--- src/rtl/tams_pkg.sv ---
// ----------------------------------------------------------------------------
// tams_pkg
// Shared types, widths and helpers for the two-axis motion spreader.
// ----------------------------------------------------------------------------
`default_nettype none

package tams_pkg;

   localparam int TICK_COUNT_BITS_DEF = 16;
   localparam int MOVE_W              = 16;   // step and total width
   localparam int DUR_W               = 16;   // duration field width
   localparam int REQ_DATA_W          = 48;   // delta_x, delta_y, duration
   localparam int RSP_DATA_W          = 32;   // move_x, move_y

   typedef enum logic {
      OP_START = 1'b0,
      OP_TICK  = 1'b1
   } op_type;

   typedef enum logic [1:0] {
      ST_IDLE,
      ST_PREP,
      ST_DIV,
      ST_WRITE
   } state_type;

   // controller -> datapath
   typedef struct packed {
      logic load_start;   // take totals and span, clear residues
      logic load_sum;     // residue + total into sum register
      logic div_start;    // load divider numerator
      logic div_step;     // one quotient bit
      logic commit;       // write residues, tick count and result word
   } cmd_type;

   // datapath -> controller
   typedef struct packed {
      logic active;       // ticks remain in the run
      logic out_free;     // result register can take a word
   } sts_type;

   // residue width: holds |residue| <= span/2 plus one total, signed
   function automatic int res_width(input int tcb);
      res_width = ((tcb > MOVE_W) ? tcb : MOVE_W) + 2;
   endfunction

endpackage

`default_nettype wire

--- src/rtl/tams_axis.sv ---
// ----------------------------------------------------------------------------
// tams_axis
// One axis: rational residue, bit-serial rounding divider, residue update.
// ----------------------------------------------------------------------------
`default_nettype none

module tams_axis
   import tams_pkg::*;
#(
   parameter int TICK_COUNT_BITS = TICK_COUNT_BITS_DEF
) (
   input  wire logic                        clock,
   input  wire logic                        reset,
   input  wire cmd_type                     cmd,
   input  wire logic signed [MOVE_W-1:0]    total,
   input  wire logic [TICK_COUNT_BITS-1:0]  span,
   output logic signed [MOVE_W-1:0]         move
);

   localparam int TW = TICK_COUNT_BITS;
   localparam int RW = res_width(TICK_COUNT_BITS);
   localparam int NW = RW + 1;      // numerator 2|r| + span
   localparam int DW = TW + 1;      // divisor 2*span

   logic signed [RW-1:0] res_ff, res_in;
   logic signed [RW-1:0] sum_ff, sum_in;
   logic [NW-1:0]        num_ff, num_in;
   logic [DW-1:0]        rem_ff, rem_in;
   logic [MOVE_W-1:0]    quo_ff, quo_in;

   logic                 neg;
   logic [RW-1:0]        mag_full;
   logic [NW-1:0]        numer;
   logic [DW:0]          trial;
   logic [DW:0]          den2;
   logic                 qbit;
   logic signed [DW:0]   diff;
   logic signed [DW:0]   half;
   logic signed [RW-1:0] half_ext;

   assign neg      = sum_ff[RW-1];
   assign mag_full = neg ? (~sum_ff + RW'(1)) : sum_ff;
   assign numer    = NW'({mag_full[RW-2:0], 1'b0}) + NW'(span);

   // restoring division step
   assign trial = {rem_ff, num_ff[NW-1]};
   assign den2  = {1'b0, span, 1'b0};
   assign qbit  = (trial >= den2);

   // new |residue| = (rem - span) / 2, exact since rem - span is even
   assign diff     = $signed({1'b0, rem_ff}) - $signed({2'b00, span});
   assign half     = diff >>> 1;
   assign half_ext = RW'(half);

   assign move = neg ? (~quo_ff + MOVE_W'(1)) : quo_ff;

   always_comb begin
      res_in = res_ff;
      sum_in = sum_ff;
      num_in = num_ff;
      rem_in = rem_ff;
      quo_in = quo_ff;
      if (cmd.load_start) begin
         res_in = '0;
      end
      if (cmd.load_sum) begin
         sum_in = res_ff + RW'(total);
      end
      if (cmd.div_start) begin
         num_in = numer;
         rem_in = '0;
         quo_in = '0;
      end
      if (cmd.div_step) begin
         num_in = {num_ff[NW-2:0], 1'b0};
         rem_in = qbit ? DW'(trial - den2) : DW'(trial);
         quo_in = {quo_ff[MOVE_W-2:0], qbit};
      end
      if (cmd.commit) begin
         res_in = neg ? -half_ext : half_ext;
      end
   end

   always_ff @(posedge clock) begin
      if (reset) begin
         res_ff <= '0;
      end else begin
         res_ff <= res_in;
      end
   end

   always_ff @(posedge clock) begin
      sum_ff <= sum_in;
      num_ff <= num_in;
      rem_ff <= rem_in;
      quo_ff <= quo_in;
   end

endmodule

`default_nettype wire

--- src/rtl/tams_dp.sv ---
// ----------------------------------------------------------------------------
// tams_dp
// Datapath: run registers, two axis lanes and the result register.
// ----------------------------------------------------------------------------
`default_nettype none

module tams_dp
   import tams_pkg::*;
#(
   parameter int TICK_COUNT_BITS = TICK_COUNT_BITS_DEF
) (
   input  wire logic                   clock,
   input  wire logic                   reset,
   input  wire cmd_type                cmd,
   output sts_type                     sts,
   input  wire logic [REQ_DATA_W-1:0]  req_tdata,
   output logic                        rsp_tvalid,
   input  wire logic                   rsp_tready,
   output logic [RSP_DATA_W-1:0]       rsp_tdata,
   output logic [0:0]                  rsp_tuser,
   output logic                        rsp_tlast
);

   localparam int TW = TICK_COUNT_BITS;

   logic signed [MOVE_W-1:0] total_x_ff, total_x_in;
   logic signed [MOVE_W-1:0] total_y_ff, total_y_in;
   logic [TW-1:0]            span_ff, span_in;
   logic [TW-1:0]            ticks_ff, ticks_in;

   logic                     vld_ff, vld_in;
   logic [MOVE_W-1:0]        mx_ff, mx_in;
   logic [MOVE_W-1:0]        my_ff, my_in;
   logic                     moved_ff, moved_in;
   logic                     last_ff, last_in;

   logic signed [MOVE_W-1:0] move_x;
   logic signed [MOVE_W-1:0] move_y;

   tams_axis #(.TICK_COUNT_BITS(TICK_COUNT_BITS)) u_axis_x (
      .clock (clock),
      .reset (reset),
      .cmd   (cmd),
      .total (total_x_ff),
      .span  (span_ff),
      .move  (move_x)
   );

   tams_axis #(.TICK_COUNT_BITS(TICK_COUNT_BITS)) u_axis_y (
      .clock (clock),
      .reset (reset),
      .cmd   (cmd),
      .total (total_y_ff),
      .span  (span_ff),
      .move  (move_y)
   );

   assign sts.active   = (ticks_ff != '0);
   assign sts.out_free = !vld_ff || rsp_tready;

   always_comb begin
      total_x_in = total_x_ff;
      total_y_in = total_y_ff;
      span_in    = span_ff;
      ticks_in   = ticks_ff;
      if (cmd.load_start) begin
         total_x_in = req_tdata[MOVE_W-1:0];
         total_y_in = req_tdata[2*MOVE_W-1:MOVE_W];
         // duration kept modulo 2^TICK_COUNT_BITS
         span_in    = TW'(req_tdata[2*MOVE_W+DUR_W-1:2*MOVE_W]);
         ticks_in   = TW'(req_tdata[2*MOVE_W+DUR_W-1:2*MOVE_W]);
      end
      if (cmd.commit) begin
         ticks_in = ticks_ff - TW'(1);
      end
   end

   always_comb begin
      vld_in   = vld_ff;
      mx_in    = mx_ff;
      my_in    = my_ff;
      moved_in = moved_ff;
      last_in  = last_ff;
      if (cmd.commit) begin
         vld_in   = 1'b1;
         mx_in    = move_x;
         my_in    = move_y;
         moved_in = (move_x != '0) || (move_y != '0);
         last_in  = (ticks_ff == TW'(1));
      end else if (rsp_tready) begin
         vld_in = 1'b0;
      end
   end

   always_ff @(posedge clock) begin
      if (reset) begin
         ticks_ff <= '0;
         span_ff  <= '0;
         vld_ff   <= 1'b0;
      end else begin
         ticks_ff <= ticks_in;
         span_ff  <= span_in;
         vld_ff   <= vld_in;
      end
   end

   always_ff @(posedge clock) begin
      total_x_ff <= total_x_in;
      total_y_ff <= total_y_in;
      mx_ff      <= mx_in;
      my_ff      <= my_in;
      moved_ff   <= moved_in;
      last_ff    <= last_in;
   end

   assign rsp_tvalid   = vld_ff;
   assign rsp_tdata    = {my_ff, mx_ff};
   assign rsp_tuser[0] = moved_ff;
   assign rsp_tlast    = last_ff;

endmodule

`default_nettype wire

--- src/rtl/tams_ctrl.sv ---
// ----------------------------------------------------------------------------
// tams_ctrl
// Controller: request handshake, divide sequencing, result hand-off.
// ----------------------------------------------------------------------------
`default_nettype none

module tams_ctrl
   import tams_pkg::*;
#(
   parameter int TICK_COUNT_BITS = TICK_COUNT_BITS_DEF
) (
   input  wire logic     clock,
   input  wire logic     reset,
   input  wire logic     req_tvalid,
   output logic          req_tready,
   input  wire op_type   op,
   input  wire sts_type  sts,
   output cmd_type       cmd
);

   localparam int DIV_STEPS = res_width(TICK_COUNT_BITS) + 1;
   localparam int CW        = $clog2(DIV_STEPS);
   localparam logic [CW-1:0] LAST_CNT = CW'(DIV_STEPS - 1);

   state_type     state_ff, state_in;
   logic [CW-1:0] cnt_ff, cnt_in;

   always_comb begin
      state_in = state_ff;
      unique case (state_ff)
         ST_IDLE: begin
            if (req_tvalid && (op == OP_TICK) && sts.active) begin
               state_in = ST_PREP;
            end
         end
         ST_PREP: begin
            state_in = ST_DIV;
         end
         ST_DIV: begin
            if (cnt_ff == '0) begin
               state_in = ST_WRITE;
            end
         end
         ST_WRITE: begin
            if (sts.out_free) begin
               state_in = ST_IDLE;
            end
         end
         default: begin
            state_in = ST_IDLE;
         end
      endcase
   end

   always_comb begin
      req_tready     = 1'b0;
      cmd            = '0;
      unique case (state_ff)
         ST_IDLE: begin
            req_tready     = 1'b1;
            cmd.load_start = req_tvalid && (op == OP_START);
            cmd.load_sum   = req_tvalid && (op == OP_TICK) && sts.active;
         end
         ST_PREP: begin
            cmd.div_start = 1'b1;
         end
         ST_DIV: begin
            cmd.div_step = 1'b1;
         end
         ST_WRITE: begin
            cmd.commit = sts.out_free;
         end
         default: begin
            req_tready = 1'b0;
         end
      endcase
   end

   always_comb begin
      cnt_in = cnt_ff;
      if (state_ff == ST_PREP) begin
         cnt_in = LAST_CNT;
      end else if ((state_ff == ST_DIV) && (cnt_ff != '0)) begin
         cnt_in = cnt_ff - CW'(1);
      end
   end

   always_ff @(posedge clock) begin
      if (reset) begin
         state_ff <= ST_IDLE;
         cnt_ff   <= '0;
      end else begin
         state_ff <= state_in;
         cnt_ff   <= cnt_in;
      end
   end

endmodule

`default_nettype wire

--- src/rtl/two_axis_motion_spreader.sv ---
// ----------------------------------------------------------------------------
// two_axis_motion_spreader
// Spreads a signed (dx, dy) move evenly over a number of ticks.
// ----------------------------------------------------------------------------
// A start word (tuser = 0) loads dx, dy and the duration, clears both
// residues and replaces any run in progress; it makes no result. Each tick
// word (tuser = 1) during a run adds dx and dy to residues kept in units of
// 1/duration, divides by the duration rounding half away from zero, and
// returns that step, so the steps of a run sum exactly to dx and dy. Ticks
// outside a run, and all ticks after a zero duration, make no result.
// Start words and idle ticks finish at accept; the next word may follow.
// A tick that makes a step goes through the prep, divide and write-back
// states before the next accept. With RES_W = max(TICK_COUNT_BITS, 16) + 2,
// the divider in each axis lane retires one quotient bit per cycle over
// RES_W + 1 bits, both axes in parallel. The result sits in an output
// register, so a new word is taken while the last step waits; only the
// next step's write-back waits for rsp_tready.
// ----------------------------------------------------------------------------
`default_nettype none

module two_axis_motion_spreader
   import tams_pkg::*;
#(
   parameter int TICK_COUNT_BITS = TICK_COUNT_BITS_DEF   // 4 .. 24
) (
   input  wire logic                   clock,
   input  wire logic                   reset,
   // request words
   input  wire logic                   req_tvalid,
   output logic                        req_tready,
   input  wire logic [REQ_DATA_W-1:0]  req_tdata,   // delta_x, delta_y, duration
   input  wire logic [0:0]             req_tuser,   // operation
   // step words
   output logic                        rsp_tvalid,
   input  wire logic                   rsp_tready,
   output logic [RSP_DATA_W-1:0]       rsp_tdata,   // move_x, move_y
   output logic [0:0]                  rsp_tuser,   // moved
   output logic                        rsp_tlast    // final_res
);

   cmd_type cmd;
   sts_type sts;
   op_type  op;

   assign op = op_type'(req_tuser[0]);

   // sequencing: accept, numerator prep, bit-serial divide, write-back
   tams_ctrl #(.TICK_COUNT_BITS(TICK_COUNT_BITS)) u_ctrl (
      .clock      (clock),
      .reset      (reset),
      .req_tvalid (req_tvalid),
      .req_tready (req_tready),
      .op         (op),
      .sts        (sts),
      .cmd        (cmd)
   );

   // run state, axis lanes and result register
   tams_dp #(.TICK_COUNT_BITS(TICK_COUNT_BITS)) u_dp (
      .clock      (clock),
      .reset      (reset),
      .cmd        (cmd),
      .sts        (sts),
      .req_tdata  (req_tdata),
      .rsp_tvalid (rsp_tvalid),
      .rsp_tready (rsp_tready),
      .rsp_tdata  (rsp_tdata),
      .rsp_tuser  (rsp_tuser),
      .rsp_tlast  (rsp_tlast)
   );

endmodule

`default_nettype wire

--- config.mk ---
export PLATFORM = sky130hd
export DESIGN_NAME = two_axis_motion_spreader
export DESIGN_NICKNAME = d
export VERILOG_FILES = /design/src/rtl/tams_pkg.sv /design/src/rtl/tams_axis.sv /design/src/rtl/tams_dp.sv /design/src/rtl/tams_ctrl.sv /design/src/rtl/two_axis_motion_spreader.sv
export SDC_FILE = /design/constraint.sdc
export NUM_CORES = 1
export LEC_CHECK = 0
export ABC_AREA = 1
export BUFFER_PORTS_ARGS = -buffer_cell sky130_fd_sc_hd__buf_4
export CAP_MARGIN = 20
export CORE_AREA = 2 2 284 286
export CTS_BUF_LIST = sky130_fd_sc_hd__clkbuf_8
export DETAILED_ROUTE_END_ITERATION = 8
export DIE_AREA = 0 0 286 288
export GPL_TIMING_DRIVEN = 0
export HOLD_SLACK_MARGIN = 0.12
export SLEW_MARGIN = 20
export SYNTH_ARGS = -nofsm -noshare
export SYNTH_HDL_FRONTEND = slang
export SYNTH_SLANG_ARGS = --single-unit
--- constraint.sdc ---
create_clock -name clock -period 3.75 [get_ports clock]
set_input_delay 0.1875 -clock clock [delete_from_list [all_inputs] [get_ports clock]]
set_output_delay 0.1875 -clock clock [all_outputs]
set_load 0.05 [all_outputs]
==> metrics.yaml <==
outcome:
  outcome: "completed"
floorplanning:
  core_sq_um: 79600
  initial_core_util_pct: 22.8
  die_w_um: 286
  die_h_um: 288
  dieArea_sq_um: 82400
  io_pins: 89
  rows: 104
setup_path:
  critPathSlowestCell: "clkbuf_1"
  worstPathArrival_ns: 3.83
  slowest_delay_ns: 0.45
  crit_chain: "buf_4, clkinvlp_4, clkbuf_1, nor2_1, xor2_1, ha_1, nand2_1, o21ai_0, nand2_1, o21ai_0, nand4_1, nand2_1, nand2_1, nand3_1, nand2_1"
  cp_data_required_time_ns: 4.12
  end_kind: "register"
  crit_buf_inv: 3
  crit_fanout: 10
  crit_family: "buffers and inverters"
  critPathKind: "reg -> reg"
  start_kind: "register"
  cpMostUsedCell: "nand2_1"
synthesis:
  synth_seq_cells: 281
  ys.flop_type: "edfxtp_1"
  synth_area_per_cell_sq_um: 7.86
  synth_cells: 2305
  synth-edff-count: 204
  syn-num-nets: 2474
  ys_warn_count: 0
  synthArstFlopShare_pct: 0
  synth.distinct_cells: 53
  seq_area_frac_synth_pct: 42.3
  synth_area_sq_um: 18100
detailed_routing:
  wl_per_cell_um: 14.9
  drtPass1Iterations: 5
  initialDrtViolationCount: 1289
  routed_wl_mm: 53.8
  antenna_left: 0
  vias: 15900
  drt-vias-per-instance: 4.40
  remaining_drc_errors: 0
grt:
  grt_pass1_wl_mm: 81.7
  antenna_found_initial: 0
  grt_pass1_vias: 14700
  grt_max_degree: 44
  grt-ovfl-total: 0
  grtUsageTotal_pct: 12.8
clock_network:
  clk_latency_ns: 0.68
  cts_buffers: 52
  cts_htree_levels: 2
  cts_tree: "yes"
  ctsRootBufferMaster: "clkbuf_8"
  cts.sinks: 281
  clk_path_buf_depth: 3
  cts.reportedPaths.clkPinSlew_ns: 0.06
min_path:
  min-delay-path-class: "in -> reg"
sta:
  setup_tns_ns: 0
  worst_pin_slew_ns: 0.941
  slew_headroom_pct: 37.3
  period_needed_ns: 3.46
  hold_viol_final: 0
  fin_ws_ns: 0.286
  setup_viol: 0
  drv_slew: 0
  final.period_utilization_pct: 92.4
  max_freq_ghz: 0.289
  clock_skew_ns: 0.0757
  rsz0062_at_grt: "false"
cells_and_area:
  seqCellArea_sq_um: 7670
  mostFrequentLayoutCells: "586 x nand2_1, 318 x inv_1, 204 x edfxtp_1, 203 x a21oi_1, 157 x nor2_1"
  stdcell_count: 3612
  drive_gt1_share_pct: 10.9
  layout_commonest_cell: "nand2_1"
  multi_input_area_sq_um: 9060
  diodes: 0
  nets: 2680
  synthToLayoutAreaGrowth_pct: 20.8
  fillers: 8692
pwr:
  p_leak_nw: 9.67
  pwr-share-clk_pct: 17.1
  seqPwrFrac_pct: 30.5
  combPwrFrac_pct: 52.4
  switching_share_pct: 47.5
  vdd_drop_max_v: 0.000356
  p_int_w: 0.00923
  p_switching_w: 0.00834
  power.density_nw_per_um2: 803
place:
  dp_slack_ns: -0.390
  dp_cells: 3456
  io_buffer_count: 88
  dp_hpwl_mm: 42.3
  place_congestion: 0.922
run:
  maxCapViolCount: 0
[kinds of logic after synthesis]
logic type / after synthesis / synth area share [%]
compound gates: 414 / 12.3
xor+xnor: 93 / 4.54
fa+ha+maj: 116 / 8.26
buf+inv: 368 / 7.80
flops: 281 / 42.3
simple gates: 1033 / 24.8
[power groups by stage]
stage / Sequential (W) / Combinational [W] / Clock, W
after CTS: 0.00537 / 0.00914 / 0.00314
after global routing: 0.00546 / 0.0104 / 0.00326
final: 0.00536 / 0.00920 / 0.00301
after detailed placement: 0.00541 / 0.00906 / 0
after floorplan: 0.00543 / 0.00646 / 0
after global placement: 0.00534 / 0.00869 / 0
[final timing paths]
check | startpoint | to | slack, ns | cells after the start
worst max-delay path | u_dp.u_axis_y.sum_ff[17] | u_dp.u_axis_y.num_ff[14] | 0.29 | 15
worst min-delay path | req_tdata[22] | u_dp.total_y_ff[6] | 0.23 | 2
worst max register to register | u_dp.u_axis_y.sum_ff[17] | u_dp.u_axis_y.num_ff[14] | 0.29 | 15
worst min register to register | u_dp.u_axis_x.res_ff[5] | u_dp.u_axis_x.res_ff[5] | 0.47 | 2
[worst register-to-register path: cells and delay by family, from the launching register on]
family | cells | cell delay, ns
xor gates and xnor gates | 1 | 0.20
AOI/OAI and AO/OA | 2 | 0.72
buffers and inverters | 3 | 0.82
and+or+nand+nor | 8 | 0.76
adders and majority gates | 1 | 0.36
DFF | 1 | 0.36
[state kept, by name, summed over array words and instances, names as in the netlist, 17 cells and up]
signal,flops
u_dp.u_axis_x.res_ff,18
u_dp.u_axis_x.num_ff,18
u_dp.u_axis_y.res_ff,18
u_dp.u_axis_y.rem_ff,17
u_dp.u_axis_x.rem_ff,17
u_dp.u_axis_y.num_ff,19
u_dp.u_axis_y.sum_ff,18
u_dp.u_axis_x.sum_ff,18
[cell usage after synthesis, drive strengths merged (2+ instances only)]
cell type | count | area [sq um]
nand3b | 14 | 105
clkbuf | 35 | 131
inv | 312 | 1170
and2 | 5 | 31.3
fa | 6 | 120
nand4 | 26 | 163
clkinv | 2 | 7.51
dfxtp | 77 | 1540
a311oi | 2 | 17.5
o22ai | 5 | 31.3
nor3 | 36 | 200
o21ai | 148 | 748
a21boi | 4 | 30.0
a21o | 9 | 67.6
nor4 | 6 | 37.5
edfxtp | 204 | 6130
xnor2 | 26 | 228
nand3 | 137 | 726
a211oi | 3 | 22.5
nor3b | 3 | 22.5
o21a | 3 | 22.5
nand2 | 632 | 2500
buf | 19 | 104
o311ai | 2 | 17.5
xor2 | 67 | 594
o211ai | 5 | 37.5
a31oi | 10 | 62.6
o21bai | 3 | 22.5
ha | 110 | 1380
o31ai | 11 | 82.6
nor2 | 170 | 678
a21oi | 204 | 1020
or2 | 4 | 25.0
[what timing repair did]
action,CTS,global route
hold endpoints to repair,81,0
resized for setup,3,2
hold buffers,58,0
setup buffers,0,9
setup endpoints to repair,20,15
[cell type report]
cell class	instances	area share, %
well taps	1060	6.06
multi-input cells	1656	41.4
flip-flops and latches	281	35.0
clock inverters	41	1.36
plain buffers	48	1.02
inverters	314	5.42
clock buffers	54	3.40
repair buffers	158	6.31
[stage by stage]
step | hold WS [ns] | utilization [%] | instance area (sq um) | power [W]
2_1_floorplan | 0.286 | - | 18100 | 0.0119
3_3_place_gp | 0.365 | 25.2 | 20100 | 0.0140
3_5_place_dp | 0.367 | 25.4 | 20200 | 0.0145
4_1_cts | 0.163 | 27.4 | 21800 | 0.0176
5_1_grt | 0.189 | 27.5 | 21900 | 0.0191
6_report | 0.231 | 27.5 | 21900 | 0.0176
[metal layers]
layer | up-vias | part of all wire, % | global-route usage (%)
met1 | 7220 | 46 | 16.6
li1 | 8097 | - | -
met3 | 112 | 5.9 | 2.45
met4 | 0 | 3.6 | 5.09
met2 | 447 | 45 | 21.0
met5 | - | 0 | 0
Power figures use the tool's default switching activity.
